File: config.mk
export PLATFORM = sky130hd
export DESIGN_NAME = spi_fifo_credit_gate
export DESIGN_NICKNAME = d
export VERILOG_FILES = /design/src/hw/rtl/sfcg_pkg.sv /design/src/hw/rtl/spi_fifo_credit_gate.sv /design/src/hw/rtl/sfcg_cfg.sv /design/src/hw/rtl/sfcg_step.sv /design/src/hw/rtl/sfcg_out.sv
export SDC_FILE = /design/constraint.sdc
export NUM_CORES = 1
export LEC_CHECK = 0
export ABC_AREA = 1
export BUFFER_PORTS_ARGS = -buffer_cell sky130_fd_sc_hd__buf_2
export CORE_ASPECT_RATIO = 0.5
export CORE_MARGIN = 4
export CORE_UTILIZATION = 50
export DETAILED_ROUTE_END_ITERATION = 6
export PLACE_DENSITY = 0.69
export SYNTH_ARGS = -nofsm -noshare
export SYNTH_HDL_FRONTEND = slang
export SYNTH_HIERARCHICAL = 1
export SYNTH_SLANG_ARGS = --single-unit
File: constraint.sdc
create_clock -name clk -period 4.7 [get_ports clk]
set_input_delay 0.705 -clock clk [delete_from_list [all_inputs] [get_ports clk]]
set_output_delay 0.705 -clock clk [all_outputs]
set_load 0.02 [all_outputs]
File: src/hw/rtl/sfcg_pkg.sv
package sfcg_pkg;

  localparam int ADDR_W    = 22;
  localparam int CAP_W     = 12;
  localparam int TICK_W    = 16;
  localparam int SPACE_W   = 16;
  localparam int MAX_RES   = 5;
  localparam int CNT_W     = 3;

  localparam logic [ADDR_W-1:0] RST_FIFO_ADDR  = 22'h302578;
  localparam logic [ADDR_W-1:0] RST_SPACE_ADDR = 22'h302574;
  localparam logic [CAP_W-1:0]  RST_CAPACITY   = 12'd4092;
  localparam logic [TICK_W-1:0] RST_TIMEOUT    = 16'd250;

  typedef enum logic [2:0] {
    CMD_SELECT   = 3'd0,
    CMD_DATA     = 3'd1,
    CMD_DESELECT = 3'd2,
    CMD_SPACE    = 3'd3,
    CMD_TICK     = 3'd4,
    CMD_RECEIVE  = 3'd5
  } cmd_t;

  typedef enum logic [2:0] {
    ACT_NONE    = 3'd0,
    ACT_RELEASE = 3'd1,
    ACT_READ    = 3'd2,
    ACT_ASSERT  = 3'd3,
    ACT_SEND    = 3'd4,
    ACT_RECEIVE = 3'd5
  } action_t;

  typedef enum logic [2:0] {
    ST_OK          = 3'd0,
    ST_CONTEXT     = 3'd1,
    ST_SPACE_FAULT = 3'd2,
    ST_TIMEOUT     = 3'd3,
    ST_BUS         = 3'd4
  } status_t;

  typedef enum logic [1:0] {
    REG_FIFO_ADDR  = 2'd0,
    REG_SPACE_ADDR = 2'd1,
    REG_CAPACITY   = 2'd2,
    REG_TIMEOUT    = 2'd3
  } reg_idx_t;

  typedef struct packed {
    logic [ADDR_W-1:0] fifo_address;
    logic [ADDR_W-1:0] space_address;
    logic [CAP_W-1:0]  fifo_capacity;
    logic [TICK_W-1:0] timeout_ticks;
  } cfg_t;

  typedef struct packed {
    action_t    action;
    logic [7:0] data;
  } res_t;

  typedef struct packed {
    logic [CNT_W-1:0]        cnt;
    status_t                 status;
    res_t [MAX_RES-1:0]      res;
  } res_list_t;

endpackage

File: src/hw/rtl/spi_fifo_credit_gate.sv
// Credit-gated serial-bus front end. The first result word of an accepted item
// goes straight to the output register if that is free, else to the result queue.
// An item produces 1 to 5 result words; one-word items go at one per cycle when
// the output is not stalled. The input stalls while words of the previous item
// still sit in the result queue. Reset (rst, synchronous, active high) clears
// all transaction state and loads the register defaults.
module spi_fifo_credit_gate (
  input  logic                         clk,
  input  logic                         rst,
  // configuration write channel
  input  logic                         cfg_valid,
  output logic                         cfg_ready,
  input  logic [1:0]                   cfg_index,
  input  logic [sfcg_pkg::ADDR_W-1:0]  cfg_data,
  // input word channel
  input  logic                         in_valid,
  output logic                         in_stall,
  input  logic [2:0]                   cmd,
  input  logic [7:0]                   data_byte,
  input  logic [sfcg_pkg::SPACE_W-1:0] space_value,
  input  logic                         bus_ok,
  // result word channel
  output logic                         out_valid,
  input  logic                         out_stall,
  output logic [2:0]                   action,
  output logic [7:0]                   out_byte,
  output logic [sfcg_pkg::ADDR_W-1:0]  read_address,
  output logic [2:0]                   status,
  output logic                         last
);
  import sfcg_pkg::*;

  cfg_t      cfg;
  res_list_t lst;
  logic      accept;
  logic      busy;

  // Take a new word whenever the result queue is drained; the output register
  // may still hold the final word of the previous item.
  assign in_stall = busy;
  assign accept   = in_valid && !in_stall;

  // Register file: fifo address, space address, capacity, timeout.
  sfcg_cfg u_cfg (
    .clk       (clk),
    .rst       (rst),
    .cfg_valid (cfg_valid),
    .cfg_ready (cfg_ready),
    .cfg_index (cfg_index),
    .cfg_data  (cfg_data),
    .cfg       (cfg)
  );

  // Transaction state and decode: header capture, credit accounting, space
  // polling. Produces the full list of result words for the accepted item.
  sfcg_step u_step (
    .clk         (clk),
    .rst         (rst),
    .accept      (accept),
    .cmd         (cmd),
    .data_byte   (data_byte),
    .space_value (space_value),
    .bus_ok      (bus_ok),
    .cfg         (cfg),
    .lst         (lst)
  );

  // Result queue and output register: hand out one word per cycle while the output is not stalled.
  sfcg_out u_out (
    .clk           (clk),
    .rst           (rst),
    .accept        (accept),
    .lst           (lst),
    .space_address (cfg.space_address),
    .busy          (busy),
    .out_valid     (out_valid),
    .out_stall     (out_stall),
    .action        (action),
    .out_byte      (out_byte),
    .read_address  (read_address),
    .status        (status),
    .last          (last)
  );

endmodule

File: src/hw/rtl/sfcg_cfg.sv
module sfcg_cfg (
  input  logic                        clk,
  input  logic                        rst,
  input  logic                        cfg_valid,
  output logic                        cfg_ready,
  input  logic [1:0]                  cfg_index,
  input  logic [sfcg_pkg::ADDR_W-1:0] cfg_data,
  output sfcg_pkg::cfg_t              cfg
);
  import sfcg_pkg::*;

  assign cfg_ready = 1'b1;

  always_ff @(posedge clk) begin
    if (rst) begin
      cfg.fifo_address  <= RST_FIFO_ADDR;
      cfg.space_address <= RST_SPACE_ADDR;
      cfg.fifo_capacity <= RST_CAPACITY;
      cfg.timeout_ticks <= RST_TIMEOUT;
    end else if (cfg_valid && cfg_ready) begin
      unique case (cfg_index)
        REG_FIFO_ADDR:  cfg.fifo_address  <= cfg_data;
        REG_SPACE_ADDR: cfg.space_address <= cfg_data;
        REG_CAPACITY:   cfg.fifo_capacity <= cfg_data[CAP_W-1:0];
        REG_TIMEOUT:    cfg.timeout_ticks <= cfg_data[TICK_W-1:0];
        default: ;
      endcase
    end
  end

endmodule

File: src/hw/rtl/sfcg_step.sv
module sfcg_step (
  input  logic                         clk,
  input  logic                         rst,
  input  logic                         accept,
  input  logic [2:0]                   cmd,
  input  logic [7:0]                   data_byte,
  input  logic [sfcg_pkg::SPACE_W-1:0] space_value,
  input  logic                         bus_ok,
  input  sfcg_pkg::cfg_t               cfg,
  output sfcg_pkg::res_list_t          lst
);
  import sfcg_pkg::*;

  logic              is_selected, is_selected_next;
  logic [1:0]        header_count, header_count_next;
  logic [23:0]       header_bytes, header_bytes_next;
  logic              fifo_mode, fifo_mode_next;
  logic              cs_asserted, cs_asserted_next;
  logic [CAP_W-1:0]  credit_left, credit_left_next;
  logic [1:0]        burst_phase, burst_phase_next;
  logic              awaiting_space, awaiting_space_next;
  logic [TICK_W-1:0] wait_count, wait_count_next;
  logic [7:0]        pending_byte, pending_byte_next;
  logic              pending_valid, pending_valid_next;

  logic [23:0]       hdr_new;
  logic [TICK_W-1:0] wait_inc;

  assign hdr_new  = {header_bytes[15:0], data_byte};
  assign wait_inc = (wait_count != {TICK_W{1'b1}}) ? wait_count + 1'b1 : wait_count;

  always_comb begin
    is_selected_next    = is_selected;
    header_count_next   = header_count;
    header_bytes_next   = header_bytes;
    fifo_mode_next      = fifo_mode;
    cs_asserted_next    = cs_asserted;
    credit_left_next    = credit_left;
    burst_phase_next    = burst_phase;
    awaiting_space_next = awaiting_space;
    wait_count_next     = wait_count;
    pending_byte_next   = pending_byte;
    pending_valid_next  = pending_valid;
    lst                 = '0;
    lst.status          = ST_OK;

    unique case (cmd)
      CMD_SELECT: begin
        if (is_selected) begin
          lst.status = ST_CONTEXT;
        end else begin
          is_selected_next    = 1'b1;
          header_count_next   = 2'd0;
          fifo_mode_next      = 1'b0;
          cs_asserted_next    = 1'b0;
          awaiting_space_next = 1'b0;
          pending_valid_next  = 1'b0;
          credit_left_next    = '0;
          burst_phase_next    = 2'd0;
          wait_count_next     = '0;
        end
      end
      CMD_DATA: begin
        if (!is_selected || awaiting_space) begin
          lst.status = ST_CONTEXT;
        end else if (header_count != 2'd3) begin
          header_bytes_next = hdr_new;
          header_count_next = header_count + 2'd1;
          if (header_count == 2'd2) begin
            if (hdr_new[23] && (hdr_new[ADDR_W-1:0] == cfg.fifo_address)) begin
              fifo_mode_next      = 1'b1;
              awaiting_space_next = 1'b1;
              wait_count_next     = '0;
              cs_asserted_next    = 1'b0;
              if (cs_asserted) begin
                lst.res[0] = '{ACT_RELEASE, 8'd0};
                lst.res[1] = '{ACT_READ, 8'd0};
                lst.cnt    = 3'd2;
              end else begin
                lst.res[0] = '{ACT_READ, 8'd0};
                lst.cnt    = 3'd1;
              end
            end else begin
              fifo_mode_next   = 1'b0;
              cs_asserted_next = 1'b1;
              lst.res[0] = '{ACT_ASSERT, 8'd0};
              lst.res[1] = '{ACT_SEND, hdr_new[23:16]};
              lst.res[2] = '{ACT_SEND, hdr_new[15:8]};
              lst.res[3] = '{ACT_SEND, hdr_new[7:0]};
              lst.cnt    = 3'd4;
            end
          end
        end else if (!fifo_mode) begin
          lst.res[0] = '{ACT_SEND, data_byte};
          lst.cnt    = 3'd1;
        end else if (credit_left == '0) begin
          // Out of credit: park the byte and poll for space.
          pending_byte_next   = data_byte;
          pending_valid_next  = 1'b1;
          awaiting_space_next = 1'b1;
          wait_count_next     = '0;
          cs_asserted_next    = 1'b0;
          if (cs_asserted) begin
            lst.res[0] = '{ACT_RELEASE, 8'd0};
            lst.res[1] = '{ACT_READ, 8'd0};
            lst.cnt    = 3'd2;
          end else begin
            lst.res[0] = '{ACT_READ, 8'd0};
            lst.cnt    = 3'd1;
          end
        end else begin
          credit_left_next = credit_left - 1'b1;
          burst_phase_next = burst_phase + 2'd1;
          lst.res[0] = '{ACT_SEND, data_byte};
          lst.cnt    = 3'd1;
        end
      end
      CMD_DESELECT: begin
        if (!(is_selected && header_count == 2'd3 && (!fifo_mode || burst_phase == 2'd0)))
          lst.status = ST_CONTEXT;
        if (cs_asserted) begin
          lst.res[0] = '{ACT_RELEASE, 8'd0};
          lst.cnt    = 3'd1;
        end
        is_selected_next    = 1'b0;
        cs_asserted_next    = 1'b0;
        awaiting_space_next = 1'b0;
        pending_valid_next  = 1'b0;
      end
      CMD_SPACE: begin
        if (!awaiting_space) begin
          lst.status = ST_CONTEXT;
        end else if (!bus_ok) begin
          lst.status          = ST_BUS;
          awaiting_space_next = 1'b0;
          pending_valid_next  = 1'b0;
          credit_left_next    = '0;
        end else if (space_value[1:0] != 2'd0 ||
                     space_value > {{(SPACE_W-CAP_W){1'b0}}, cfg.fifo_capacity}) begin
          lst.status          = ST_SPACE_FAULT;
          awaiting_space_next = 1'b0;
          pending_valid_next  = 1'b0;
          credit_left_next    = '0;
        end else if (space_value != '0) begin
          // Good reply: reopen the burst and replay the header.
          awaiting_space_next = 1'b0;
          cs_asserted_next    = 1'b1;
          credit_left_next    = space_value[CAP_W-1:0];
          lst.res[0] = '{ACT_ASSERT, 8'd0};
          lst.res[1] = '{ACT_SEND, header_bytes[23:16]};
          lst.res[2] = '{ACT_SEND, header_bytes[15:8]};
          lst.res[3] = '{ACT_SEND, header_bytes[7:0]};
          lst.cnt    = 3'd4;
          if (pending_valid) begin
            pending_valid_next = 1'b0;
            credit_left_next   = space_value[CAP_W-1:0] - 1'b1;
            burst_phase_next   = burst_phase + 2'd1;
            lst.res[4] = '{ACT_SEND, pending_byte};
            lst.cnt    = 3'd5;
          end
        end
      end
      CMD_TICK: begin
        if (awaiting_space) begin
          wait_count_next = wait_inc;
          if (wait_inc >= cfg.timeout_ticks) begin
            lst.status          = ST_TIMEOUT;
            awaiting_space_next = 1'b0;
            pending_valid_next  = 1'b0;
            credit_left_next    = '0;
          end else begin
            lst.res[0] = '{ACT_READ, 8'd0};
            lst.cnt    = 3'd1;
          end
        end
      end
      CMD_RECEIVE: begin
        if (!is_selected || !cs_asserted || fifo_mode) begin
          lst.status = ST_CONTEXT;
        end else begin
          lst.res[0] = '{ACT_RECEIVE, 8'd0};
          lst.cnt    = 3'd1;
        end
      end
      default: ;
    endcase

    if (lst.cnt == '0) begin
      lst.res[0] = '{ACT_NONE, 8'd0};
      lst.cnt    = 3'd1;
    end
  end

  always_ff @(posedge clk) begin
    if (rst) begin
      is_selected    <= 1'b0;
      header_count   <= 2'd0;
      header_bytes   <= '0;
      fifo_mode      <= 1'b0;
      cs_asserted    <= 1'b0;
      credit_left    <= '0;
      burst_phase    <= 2'd0;
      awaiting_space <= 1'b0;
      wait_count     <= '0;
      pending_byte   <= '0;
      pending_valid  <= 1'b0;
    end else if (accept) begin
      is_selected    <= is_selected_next;
      header_count   <= header_count_next;
      header_bytes   <= header_bytes_next;
      fifo_mode      <= fifo_mode_next;
      cs_asserted    <= cs_asserted_next;
      credit_left    <= credit_left_next;
      burst_phase    <= burst_phase_next;
      awaiting_space <= awaiting_space_next;
      wait_count     <= wait_count_next;
      pending_byte   <= pending_byte_next;
      pending_valid  <= pending_valid_next;
    end
  end

endmodule

File: src/hw/rtl/sfcg_out.sv
module sfcg_out (
  input  logic                        clk,
  input  logic                        rst,
  input  logic                        accept,
  input  sfcg_pkg::res_list_t         lst,
  input  logic [sfcg_pkg::ADDR_W-1:0] space_address,
  output logic                        busy,
  output logic                        out_valid,
  input  logic                        out_stall,
  output logic [2:0]                  action,
  output logic [7:0]                  out_byte,
  output logic [sfcg_pkg::ADDR_W-1:0] read_address,
  output logic [2:0]                  status,
  output logic                        last
);
  import sfcg_pkg::*;

  res_t [MAX_RES-1:0] pend;
  status_t            pend_status;
  logic [CNT_W-1:0]   rem_cnt;
  logic               out_free;
  res_t               head;

  assign out_free = !out_valid || !out_stall;
  assign busy     = (rem_cnt != '0);
  assign head     = (accept && rem_cnt == '0) ? lst.res[0] : pend[0];

  always_ff @(posedge clk) begin
    if (rst) begin
      out_valid <= 1'b0;
      rem_cnt   <= '0;
    end else begin
      if (accept) begin
        pend_status <= lst.status;
        if (out_free) begin
          // First word goes straight to the output register.
          out_valid <= 1'b1;
          status    <= lst.status;
          last      <= (lst.cnt == 3'd1);
          for (int i = 0; i < MAX_RES - 1; i++) pend[i] <= lst.res[i+1];
          rem_cnt   <= lst.cnt - 3'd1;
        end else begin
          pend    <= lst.res;
          rem_cnt <= lst.cnt;
        end
      end else if (out_free && rem_cnt != '0) begin
        out_valid <= 1'b1;
        status    <= pend_status;
        last      <= (rem_cnt == 3'd1);
        for (int i = 0; i < MAX_RES - 1; i++) pend[i] <= pend[i+1];
        rem_cnt   <= rem_cnt - 3'd1;
      end else if (out_free) begin
        out_valid <= 1'b0;
      end
    end
  end

  // Payload of the output register, loaded whenever a word moves in.
  always_ff @(posedge clk) begin
    if (out_free && (accept || rem_cnt != '0)) begin
      action       <= head.action;
      out_byte     <= (head.action == ACT_SEND) ? head.data : 8'd0;
      read_address <= (head.action == ACT_READ) ? space_address : '0;
    end
  end

endmodule

Word-level counts from Yosys, hierarchy flattened:

Index checks and enable logic that the tools add are counted.

* bits in registers: 240
* input port bits: 57
* output and inout bits: 40

* add/sub/neg operators: 7
* $lt $le $gt $ge: 2
* equality and inequality tests: 38
* multiplexer cells: 146
* bitwise operators: 4
* reduce and logical (&&, ||, !) cells: 58

Operators by type and width (number)
* $mux W44: 5
* $mux W55: 4
* $mux W12: 12
* $mux W16: 9
* $mux W11: 9
* $mux W22: 4
* $pmux W33 S2: 1
* $mux W3: 19
* $pmux W11 S5: 1
* $mux W1: 50
* $pmux W12 S4: 1
* $pmux W16 S3: 1
* $mux W10: 4
* $reduce_and A11 Y1: 3
* $mux W2: 15
* $sub A12 B1 Y12 const B: 2
* $eq A22 B22 Y1: 1
* $ne A2 B1 Y1 const B: 9
* $pmux W3 S6: 1
* $add A16 B1 Y16 const B: 1
* $ge A16 B16 Y1: 1
* $gt A16 B12 Y1: 1
* $ne A16 B16 Y1 const B: 1
* $ne A2 B2 Y1 const B: 8
* 38 further kinds: 92

Logic depth before layout (Yosys ltp):

Gate-level depths: netlist of the first run.

* depth after elaboration: 12
* depth in mapped cells: 29
* mapped depth without buffers: 29

By module:

Netlist of the first run, hierarchy kept.

Modules (own cells, without submodules)
* sfcg_step: instances 1, cells each 931, area each 5910.7 um^2, seq. area each 1381.3 um^2
* sfcg_out: instances 1, cells each 479, area each 4785.8 um^2, seq. area each 2932.8 um^2
* sfcg_cfg: instances 1, cells each 403, area each 2950.3 um^2, seq. area each 1441.4 um^2
* spi_fifo_credit_gate: instances 1, cells each 2, area each 10.0 um^2, seq. area each 0.0 um^2

Worst setup path after synthesis of the first run:

OpenSTA, ideal clock, no wires.

* path kind: reg2reg
* from: register u_out.rem_cnt[0]
* to: register u_out/pend[0] in the netlist's numbering (enable)
* arrival time: 3.565 ns
* required time: 4.253 ns
* slack: 0.688 ns
* stages on the path, launching flop included: 13
* path buffers: 2
* period minus slack after synthesis: 4.012 ns
* cell sequence: dfxtp_1 -> inv_1 -> ha_1 -> inv_2 -> nor2_2 -> buf_4 -> inv_1 -> nor2_2 -> inv_2 -> buf_2 -> nand2_1 -> nand2_1 -> nor2_1

* longest elaborated chain between the ends: 5
* elaborated cells on any way between the ends: 6

Ends and longest elaborated chain
* from (decl): RTL line sfcg_out.sv:20 `logic [CNT_W-1:0] rem_cnt;`
* from (signal assigned): RTL line sfcg_out.sv:41 `rem_cnt <= lst.cnt - 3'd1;`
* from (signal assigned): RTL line sfcg_out.sv:44 `rem_cnt <= lst.cnt;`
* from (signal assigned): RTL line sfcg_out.sv:51 `rem_cnt <= rem_cnt - 3'd1;`
* $reduce_bool A3 Y1: RTL line sfcg_out.sv:25 `assign busy = (rem_cnt != '0);`
* named net in_stall: RTL line spi_fifo_credit_gate.sv:17 `output logic in_stall,`
* $logic_not A1 Y1: RTL line spi_fifo_credit_gate.sv:41 `assign accept = in_valid && !in_stall;`
* $logic_and A1 B1 Y1: RTL line spi_fifo_credit_gate.sv:41
* named net accept: RTL line spi_fifo_credit_gate.sv:35 `logic accept;`
* $reduce_bool A2 Y1 (no line)
* $reduce_and A2 Y1 (no line)
* to (signal assigned): RTL line sfcg_out.sv:43 `pend <= lst.res;`
* to (decl): RTL line sfcg_out.sv:18 `res_t [MAX_RES-1:0] pend;`

The timed path passes the listed nets, and every way through them passes these cells.
A chain may end at the register's enable or synchronous reset.

==> results of run 1 <==
==> worst register-to-register path: cells and delay by family (launching register included) <==
family                     cells  cell delay (ns)
AOI/OAI and AO/OA              1             0.14
adders and majority gates      2             0.52
buffers and inverters          4             0.59
DFF                            1             0.40
and+or+nand+nor               17             2.19
==> synthesized netlist by cell type (all sizes together), types with 2 or more instances <==
master / n / area share, %
inv: 242 / 6.7
nor3b: 2 / 0.15
dfxtp: 145 / 21
buf: 67 / 3.5
conb: 2 / 0.055
o21ai: 62 / 2.3
edfxtp: 95 / 21
o22ai: 16 / 0.73
a31oi: 2 / 0.092
nand3: 134 / 5.7
xnor2: 11 / 0.71
a21oi: 176 / 6.7
nor3: 28 / 1.2
nand3b: 3 / 0.16
nand2: 403 / 11
or2: 7 / 0.32
nand4: 37 / 1.8
a211oi: 9 / 0.49
xor2: 27 / 1.7
nor4: 3 / 0.14
nor2: 273 / 9.3
clkbuf: 25 / 0.69
ha: 39 / 3.6
==> cell type report <==
cell class	count	area, um2
clock buffer	32	639
timing repair buffer	110	613
sequential	240	5760
tap	352	440
clock inverter	9	80.1
inverter	243	915
fill	2552	11800
multi-input combinational	1246	6450
==> power by group <==
group,switching (mW),internal [mW],leakage [nW]
clock network,0.825,1.01,0.355
registers,0.150,2.75,2.09
logic,1.51,0.608,4.37
total,2.49,4.37,6.82
==> sequential cells by signal (all words and copies together) (netlist names), 2 cells and up <==
| name | flops |
|---|---|
| u_cfg/cfg | 72 |
| u_out/pend | 55 |
| u_step/header_bytes | 24 |
| u_out/read_address | 22 |
| u_step/wait_count | 16 |
| u_step/credit_left | 12 |
| u_out/out_byte | 8 |
| u_step/pending_byte | 8 |
| u_out/action | 3 |
| u_out/pend_status | 3 |
| u_out/rem_cnt | 3 |
| u_out/status | 3 |
| u_step/burst_phase | 2 |
| u_step/header_count | 2 |
==> per-stage QoR <==
stage	area [um2]	util, %	power, mW
after floorplan	13700	-	4.47
after global placement	14200	53.2	5.03
after detailed placement	14200	53.2	5.04
after CTS	14900	55.9	6.88
after global routing	14900	55.9	7.24
final	14900	55.9	6.86
==> layer usage <==
metal / GRT usage (%) / vias up
met5: 0 / -
met4: 4.64 / 2
met3: 3.72 / 51
met2: 34.4 / 410
met1: 34.0 / 5393
li1: - / 5951
==> final timing paths <==
| path | startpoint | depth (start not counted) | end |
|---|---|---|---|
| worst max-delay path | u_step/wait_count[1] | 24 | u_out/read_address[21] |
| worst min-delay path | cfg_data[21] | 3 | u_cfg/cfg[49] |
| worst max register to register | u_step/wait_count[1] | 24 | u_out/read_address[21] |
| worst min register to register | u_cfg/cfg[23] | 2 | u_cfg/cfg[23] |
==> placed cells by master (no fill, tap or decap), drive strengths merged, types with 7 or more instances in the layout <==
master and count:
inv 243, clkinv 7, nand4 37, a21oi 176, clkbuf 32, edfxtp 95, a211oi 9, o22ai 16
xnor2 11, nand2 403, nor2 273, xor2 27, dfxtp 145, conb 8, nand3 134, ha 39
buf 110, or2 7, o21ai 62, nor3 28
==> logic make-up (layout without fill, tap and decap cells) <==
kind of cell	Yosys count	count (layout)	synth area share, %
buffers and inverters	335	394	10.9
other	2	8	0.0550
flip-flops	240	240	42.1
adder cells (fa/ha/maj)	39	39	3.57
XOR/XNOR	38	38	2.44
AO/OA/AOI/OAI	270	270	10.6
AND/OR/NAND/NOR	891	891	30.3
==> metrics.cfg, run 1 <==
[worst_setup_path]
max_stage_delay_ns = 0.40
start_kind = register
cp_slowest_cell = dfxtp_1
crit_top_cell = nand2_1
endpoint_kind = register
path_cells = ha_1, nand2_1, inv_1, nand3_1, nor2_2, inv_1, nor2_1, nor2_1, ha_1, inv_1, nor2_1, o21ai_0, nand2_1, nand2_1, nand2_1, nand2_1, nand4_2, nor2_1, nand3b_1, nand4_1, nand2_1, nand3_2, buf_12, nor2_1
worstPathMaxFanout = 22
crit_family = simple AND/OR/NAND/NOR gates
critical_path_buf_inv_count = 4
cp_data_required_time_ns = 5.08
arrival_ns = 4.37
critPathKind = register to register
rrSetupSlack_ns = 0.71

[min_path]
hp-class = input port to register

[cts]
clock_latency_ns = 0.53
path_clk_slew_ns = 0.07
max-clock-path-buffers = 3
cts_root_buffer = clkbuf_16
hold_buffers = 0
cts_htree_levels = 1
clock_sinks = 240
post-cts-setup-buffer-count = 0
ctsResizeCount = 0
cts_tree = yes
cts-buffers-inserted = 23

[placement]
dp_hpwl_um = 24500
dp_cells = 2191
routabilityCongestion = 0.893
post-place-ws_ns = 0.832
io_buffers = 95

[outcome]
status = completed

[floorplan]
die_w_um = 242
dieHeight_um = 125
core_um2 = 26600
io_pins = 97
row_count = 42
initial_core_util_pct = 51.3
die_area_um2 = 30200

[synthesis]
ys_seq_area_share_pct = 42.1
ys_dominant_reg_cell = dfxtp_1
synthDistinctLibCells = 50
ys_seq_elements = 240
yosys_warnings = 6
synth_edf_count = 95
synth_area_um2 = 13700
syn_area_per_cell_um2 = 7.52
async_flop_share_pct = 0
syn-instance-count = 1815

[timing]
tns_ns = 0
setup_viol = 0
rsz0062_at_grt = no
period_share_pct = 84.8
relSlewSlack_pct = 17.5
tightest_slew_ns = 1.24
max_freq_mhz = 251
layout_min_cycle_time_ns = 3.99
hold_viol_final = 0
setup_slack_ns = 0.713
slew_violations = 0
clock_skew_ns = 0.0116
timing.hold.ws_ns = 0.431

[global_route]
grt_pass1_vias = 10700
grt_overflow = 0
grt_first_pass_wirelength_um = 56600
antenna_found_initial = 1
grt.total_usage_pct = 22.7
grt_max_degree = 67

[drt]
route.detailed.drc = 0
routed_wl_um = 35400
vias_per_cell = 5.29
vias = 11800
wl_met3_um = 2740
routed.top_layer = met5
ant_nets = 0
drtPass1Iterations = 5
wl_met2_um = 15000
wirelength_met1_um = 17000
drt_iter0_markers = 1260
wl_per_cell_um = 15.9

[finish]
final_nets = 1960
drive_gt1_share_pct = 13.5
syn_to_final_growth_pct = 9.02
instances_no_fill = 2232
n_antenna_cell = 0

[run]
maxCapViolations = 0

[power_and_ir_drop]
p_per_area_nw_per_um2 = 461
power_leakage_nw = 6.82
peakVddDrop_mv = 0.276

No activity file was read; power rests on OpenSTA's default activity.
==> inputs of run 2 (changes only) <==
--- a/config.mk
+++ b/config.mk
@@ -5,7 +5,7 @@
 export SDC_FILE = /design/constraint.sdc
 export NUM_CORES = 1
 export LEC_CHECK = 0
-export ABC_AREA = 1
+export ABC_AREA = 0
 export BUFFER_PORTS_ARGS = -buffer_cell sky130_fd_sc_hd__buf_2
 export CORE_ASPECT_RATIO = 0.5
 export CORE_MARGIN = 4
==> constraint.sdc (replaced) <==
create_clock -name clk -period 4 [get_ports clk]
set_input_delay 0.6 -clock clk [delete_from_list [all_inputs] [get_ports clk]]
set_output_delay 0.6 -clock clk [all_outputs]
set_load 0.02 [all_outputs]
==> metrics.cfg, run 2 <==
[power_and_ir_drop]
switching_share_pct = 33.7
switching_power_mw = 2.65
seqPwrFrac_pct = 42.5
comb_power_share_pct = 29.5
clockPowerShare_pct = 28.0
power.total_mw = 7.87
p_per_area_nw_per_um2 = 530
power_leakage_nw = 5.83
p_int_mw = 5.21
peakVddDrop_mv = 0.299

[timing]
period_share_pct = 97.2
setup_viol = 0
max_freq_mhz = 257
slew_violations = 0
layout_min_cycle_time_ns = 3.89
timing.hold.ws_ns = 0.353
tightest_slew_ns = 0.894
relSlewSlack_pct = 40.3
rsz0062_at_grt = yes
clock_skew_ns = 0.0207
hold_viol_final = 0

[worst_setup_path]
cp_data_required_time_ns = 4.28
crit_path_end = u_out/read_address[11]
rr_endpoint = u_out/read_address[11]
r2r_cells = 18
arrival_ns = 4.16
cp-startpoint = u_step/wait_count[1]
r2r-start = u_step/wait_count[1]
rrSetupSlack_ns = 0.11
critPathKind = register to register
worstPathMaxFanout = 5
endpoint_kind = register
start_kind = register

[finish]
drive_gt1_share_pct = 17.8
n_antenna_cell = 0
syn_to_final_growth_pct = 14.6
multi_input_area_um2 = 6760
largest-register = u_cfg/cfg
largest_reg_flops = 72
instances_no_fill = 1852
final_nets = 1588
ff_latch_area_um2 = 5760
final_cell_mix = nand2_1 (174), nor2_1 (154), dfxtp_1 (143), edfxtp_1 (95), buf_2 (94)
top_regs = u_cfg/cfg (72), u_out/pend (55), u_step/header_bytes (24)
num-fill-cells = 2242
final_common_cell = nand2_1

[placement]
io_buffers = 95
dp_cells = 1804
dp_hpwl_um = 24500
routabilityCongestion = 0.938

[floorplan]
die_area_um2 = 28700
io_pins = 97
dieHeight_um = 122
initial_core_util_pct = 51.1
core_um2 = 25300
die_w_um = 236
row_count = 41

[cts]
cts_tree = yes
hold_buffers = 0
clock_sinks = 240
path_clk_slew_ns = 0.07
max-clock-path-buffers = 3
clock_latency_ns = 0.53
cts_root_buffer = clkbuf_16
cts-buffers-inserted = 23
cts_htree_levels = 1

[global_route]
grt.total_usage_pct = 23.5
grt_pass1_vias = 10300
grt_max_degree = 68
antenna_found_initial = 0
grt_overflow = 0
grt_first_pass_wirelength_um = 54700

[synthesis]
synth_top_area_share_pct = 22.4
ys_dominant_reg_cell = dfxtp_1
ys_seq_area_share_pct = 44.4
yosys_warnings = 6
ys_seq_elements = 240
synthTopCellsByCount = nand2_1 (177), nor2_1 (156), dfxtp_1 (145), edfxtp_1 (95)
syn_area_per_cell_um2 = 9.24
ys_top_cells_by_area = dfxtp_1 (22%), edfxtp_1 (22%), mux2i_1 (6.2%)
async_flop_share_pct = 0
syn-instance-count = 1403
synth_area_um2 = 13000
synthDistinctLibCells = 83
synth.most_common_cell = nand2_1
synth_edf_count = 95
synth_top_area_cell = dfxtp_1

[drt]
vias_per_cell = 5.88
route.detailed.drc = 0
routed_wl_um = 35300
vias = 10900
wl_per_cell_um = 19.1
drt_iter0_markers = 1107
ant_nets = 0
drtPass1Iterations = 5

[outcome]
status = completed

[min_path]
hp-class = input port to register

[run]
maxCapViolations = 0

-- run 2: cell types whose count changed after synthesis, sizes merged, moves of 50 or more --
cell,before,now
nand2,403,177
nand2b,0,63
inv,242,55
nand3,134,42
mux2i,0,82
a31oi,2,52
a21oi,176,81
nor2,273,159
-- run 2: worst min-delay path by stage --
| stage | from | end | depth (start not counted) |
|---|---|---|---|
| 6_report | cfg_data[8] | u_cfg/cfg[8] | 3 |
| 5_1_grt | cfg_data[3] | u_cfg/cfg[31] | 3 |
| 4_1_cts | cfg_data[8] | u_cfg/cfg[8] | 3 |
| 3_5_place_dp | u_step/header_bytes[21] | u_step/header_bytes[21] | 2 |
| 3_3_place_gp | u_step/header_bytes[17] | u_step/header_bytes[17] | 2 |
| 2_1_floorplan | u_step/header_bytes[16] | u_step/header_bytes[16] | 2 |
-- run 2: per-stage QoR --
stage	setup WS [ns]	utilization, %	instance area, um2	setup TNS [ns]
global placement	-0.00335	54.7	13900	-0.0290
detailed placement	-0.129	54.7	13900	-2.89
CTS	0.0832	57.8	14700	0
global route	-0.0141	58.6	14900	-0.0402
finish	0.114	58.6	14900	0
floorplan	0.0249	-	13000	0
-- run 2: routing by layer --
layer  global-route usage, %  up-vias  wire length (um)
li1                        -     5146                 -
met1                    33.9     5300             16500
met2                    37.6      381             15800
met3                    3.48       58              2280
met4                    5.57        0               729
met5                       0        -                 0
-- run 2: area by class of cell --
cell class / count / area share (%)
clock buffer: 35 / 4.58
clock inverter: 6 / 0.446
inverter: 55 / 1.39
multi-input combinational: 1020 / 45.5
sequential: 240 / 38.8
tap: 344 / 2.90
timing repair buffer: 152 / 6.40
-- run 2: critical path, cell delays in order, from the launching register on --
cell and delay [ns]:
dfxtp_4 0.37, ha_4 0.16, nand3_4 0.09, nor4_4 0.35, nand2_1 0.14, and3_4 0.20, buf_4 0.15, nand2_2 0.08
xnor2_2 0.09, ha_4 0.27, o21ai_0 0.08, a21oi_1 0.18, o41a_1 0.22, o21ai_4 0.10, nand2_2 0.11, o22ai_2 0.09
or2_4 0.33, mux2i_4 0.34, and4bb_2 0.28
-- run 2: timing repair --
| action | in CTS | in global routing |
|---|---|---|
| endpoints found under the setup margin | 30 | 45 |
| gates cloned | 1 | 1 |
| endpoints found under the hold margin | 0 | 0 |
| gates resized for setup | 4 | 34 |
| pin swaps | 0 | 15 |
| buffers inserted | 0 | 5 |
-- run 2: power by group through the flow --
| stage | registers, mW | logic (mW) | clock network [mW] |
|---|---|---|---|
| 3_5_place_dp | 3.38 | 2.21 | 0 |
| 2_1_floorplan | 3.60 | 1.29 | 0 |
| 6_report | 3.34 | 2.32 | 2.20 |
| 4_1_cts | 3.34 | 2.24 | 2.24 |
| 5_1_grt | 3.38 | 2.50 | 2.34 |
| 3_3_place_gp | 3.37 | 2.17 | 0 |
-- run 2: kinds of logic (layout without fill, tap and decap cells) --
| logic type | Yosys count | in the layout | share of synthesized area [%] |
|---|---|---|---|
| and+or+nand+nor | 575 | 575 | 22.6 |
| AOI/OAI and AO/OA | 262 | 262 | 13.9 |
| DFF | 240 | 240 | 44.4 |
| buffers and inverters | 151 | 248 | 5.12 |
| muxes | 88 | 90 | 7.05 |
| xor gates and xnor gates | 46 | 46 | 3.11 |
| adders and majority gates | 39 | 39 | 3.76 |
| other | 2 | 8 | 0.0579 |
==> inputs of run 3 (changes only) <==
==> constraint.sdc (replaced) <==
create_clock -name clk -period 4.81 [get_ports clk]
set_input_delay 0.7215 -clock clk [delete_from_list [all_inputs] [get_ports clk]]
set_output_delay 0.7215 -clock clk [all_outputs]
set_load 0.02 [all_outputs]
==> metrics.cfg, run 3 (same netlist as run 2, synthesis figures left out) <==
[floorplan]
die_w_um = 236
die_area_um2 = 28700
initial_core_util_pct = 51.1
row_count = 41
core_um2 = 25300
dieHeight_um = 122
io_pins = 97

[timing]
max_freq_mhz = 217
period_share_pct = 95.9
hold_viol_final = 0
clock_skew_ns = 0.0118
setup_slack_ns = 0.198
setup_viol = 0
layout_min_cycle_time_ns = 4.61
slew_violations = 0
rsz0062_at_grt = yes
relSlewSlack_pct = 29.8
tightest_slew_ns = 1.05

[drt]
route.detailed.drc = 0
vias = 10500
drt_iter0_markers = 1013
routed_wl_um = 33600
vias_per_cell = 5.79
ant_nets = 0
wl_per_cell_um = 18.5
drtPass1Iterations = 5

[global_route]
grt_pass1_vias = 9926
use_met2_pct = 36.3
grt.met1_usage_pct = 33.4
antenna_found_initial = 0
grt_first_pass_wirelength_um = 53900
grt_max_degree = 135
grt.total_usage_pct = 22.9
grt_overflow = 0
gr-usage-met3_pct = 3.80
busiest_layer = met2

[finish]
final_nets = 1550
largest_reg_flops = 72
largest-register = u_cfg/cfg
stdcell_area_um2 = 14400
syn_to_final_growth_pct = 10.9
final_cell_mix = nand2_1 (177), nor2_1 (154), dfxtp_1 (145), edfxtp_1 (95), buf_2 (94)
final_core_util_pct = 56.7
n_antenna_cell = 0
multi_input_area_um2 = 6590
instances_no_fill = 1814
ff_latch_area_um2 = 5760
top_regs = u_cfg/cfg (72), u_out/pend (55), u_step/header_bytes (24)
drive_gt1_share_pct = 14.2
final_common_cell = nand2_1
num-fill-cells = 2297

[min_path]
hp-class = register to register

[worst_setup_path]
r2r_cells = 16
start_kind = register
cp_data_required_time_ns = 5.13
rrSetupSlack_ns = 0.20
crit_path_end = u_out/read_address[21]
critPathKind = register to register
endpoint_kind = register
rr_endpoint = u_out/read_address[21]
cp-startpoint = u_step/wait_count[3]
r2r-start = u_step/wait_count[3]
worstPathMaxFanout = 23
arrival_ns = 4.93

[placement]
dp_hpwl_um = 23500
io_buffers = 95
routabilityCongestion = 0.891
dp_cells = 1770
place_area_um2 = 13600
post-place-ws_ns = 0.00428

[cts]
cts_tree = yes
cts_htree_levels = 1
max-clock-path-buffers = 3
cts-buffers-inserted = 23
cts_root_buffer = clkbuf_16
clock_sinks = 240
path_clk_slew_ns = 0.07
clock_latency_ns = 0.52

[power_and_ir_drop]
peakVddDrop_mv = 0.272
power_leakage_nw = 5.60
p_per_area_nw_per_um2 = 443

[run]
maxCapViolations = 0

[outcome]
status = completed

-- run 3: changes by cell type in the layout (fill, tap and decap cells not counted), moves of 3 or more --
| cell | previous run | this run |
|---|---|---|
| ha_4 | 3 | 0 |
| a21boi_0 | 2 | 9 |
| clkbuf_8 | 3 | 6 |
| a21boi_1 | 6 | 0 |
| nand2_2 | 3 | 0 |
| buf_4 | 53 | 21 |
| nand2_1 | 174 | 177 |
| ha_1 | 36 | 39 |
-- run 3: area by class of cell --
cell class	instances	share of cell area (%)
Clock buffer	34	4.71
Clock inverter	7	0.435
Inverter	55	1.44
Multi-Input combinational cell	1018	45.9
Sequential cell	240	40.0
Tap cell	344	2.99
Timing Repair Buffer	116	4.51
-- run 3: timing repair --
action / 4_1_cts / 5_1_grt
hold buffers: 0 / 0
setup buffers: 0 / 3
endpoints found under the setup margin: 0 / 31
resized for setup: 0 / 2
-- run 3: critical path, stage by stage, from the launching register on --
cell and delay (ns):
dfxtp_1 0.44, nand4_1 0.29, nor4_4 0.46, nand2_1 0.23, and3_1 0.31, nor2_1 0.17
ha_1 0.25, o211ai_1 0.08, a21oi_1 0.07, o41a_1 0.42, o21ai_2 0.34, nand2_1 0.21
o22ai_1 0.21, or2_1 0.24, mux2i_4 0.09, buf_4 0.24, nor4bb_1 0.34
-- run 3: metrics by stage --
stage	TNS (ns)	hold WS [ns]	power, mW
floorplan	0	0.436	4.07
global placement	0	0.441	4.54
detailed placement	0	0.449	4.60
CTS	0	0.458	6.40
global route	-0.106	0.472	6.68
finish	0	0.457	6.37
-- run 3: metal layers --
metal | up-vias | part of all wire (%)
met4 | 0 | 1.9
met2 | 291 | 45
met3 | 49 | 6.0
li1 | 5078 | -
met1 | 5080 | 47
met5 | - | 0
-- run 3: worst min-delay path by stage --
stage,cells past startpoint,end,startpoint,slack (ns)
after CTS,2,u_step/header_bytes[17],u_step/header_bytes[17],0.46
final,2,u_step/header_bytes[17],u_step/header_bytes[17],0.46
after floorplan,2,u_step/header_bytes[16],u_step/header_bytes[16],0.44
after global routing,3,u_cfg/cfg[8],cfg_data[8],0.47
after detailed placement,2,u_step/header_bytes[17],u_step/header_bytes[17],0.45
after global placement,2,u_step/header_bytes[17],u_step/header_bytes[17],0.44
-- run 3: power breakdown --
group | total, mW | internal [mW] | switching, mW
Combinational | 1.80 | 0.572 | 1.23
Clock | 1.80 | 1.03 | 0.777
Sequential | 2.77 | 2.64 | 0.121
Total | 6.37 | 4.24 | 2.12
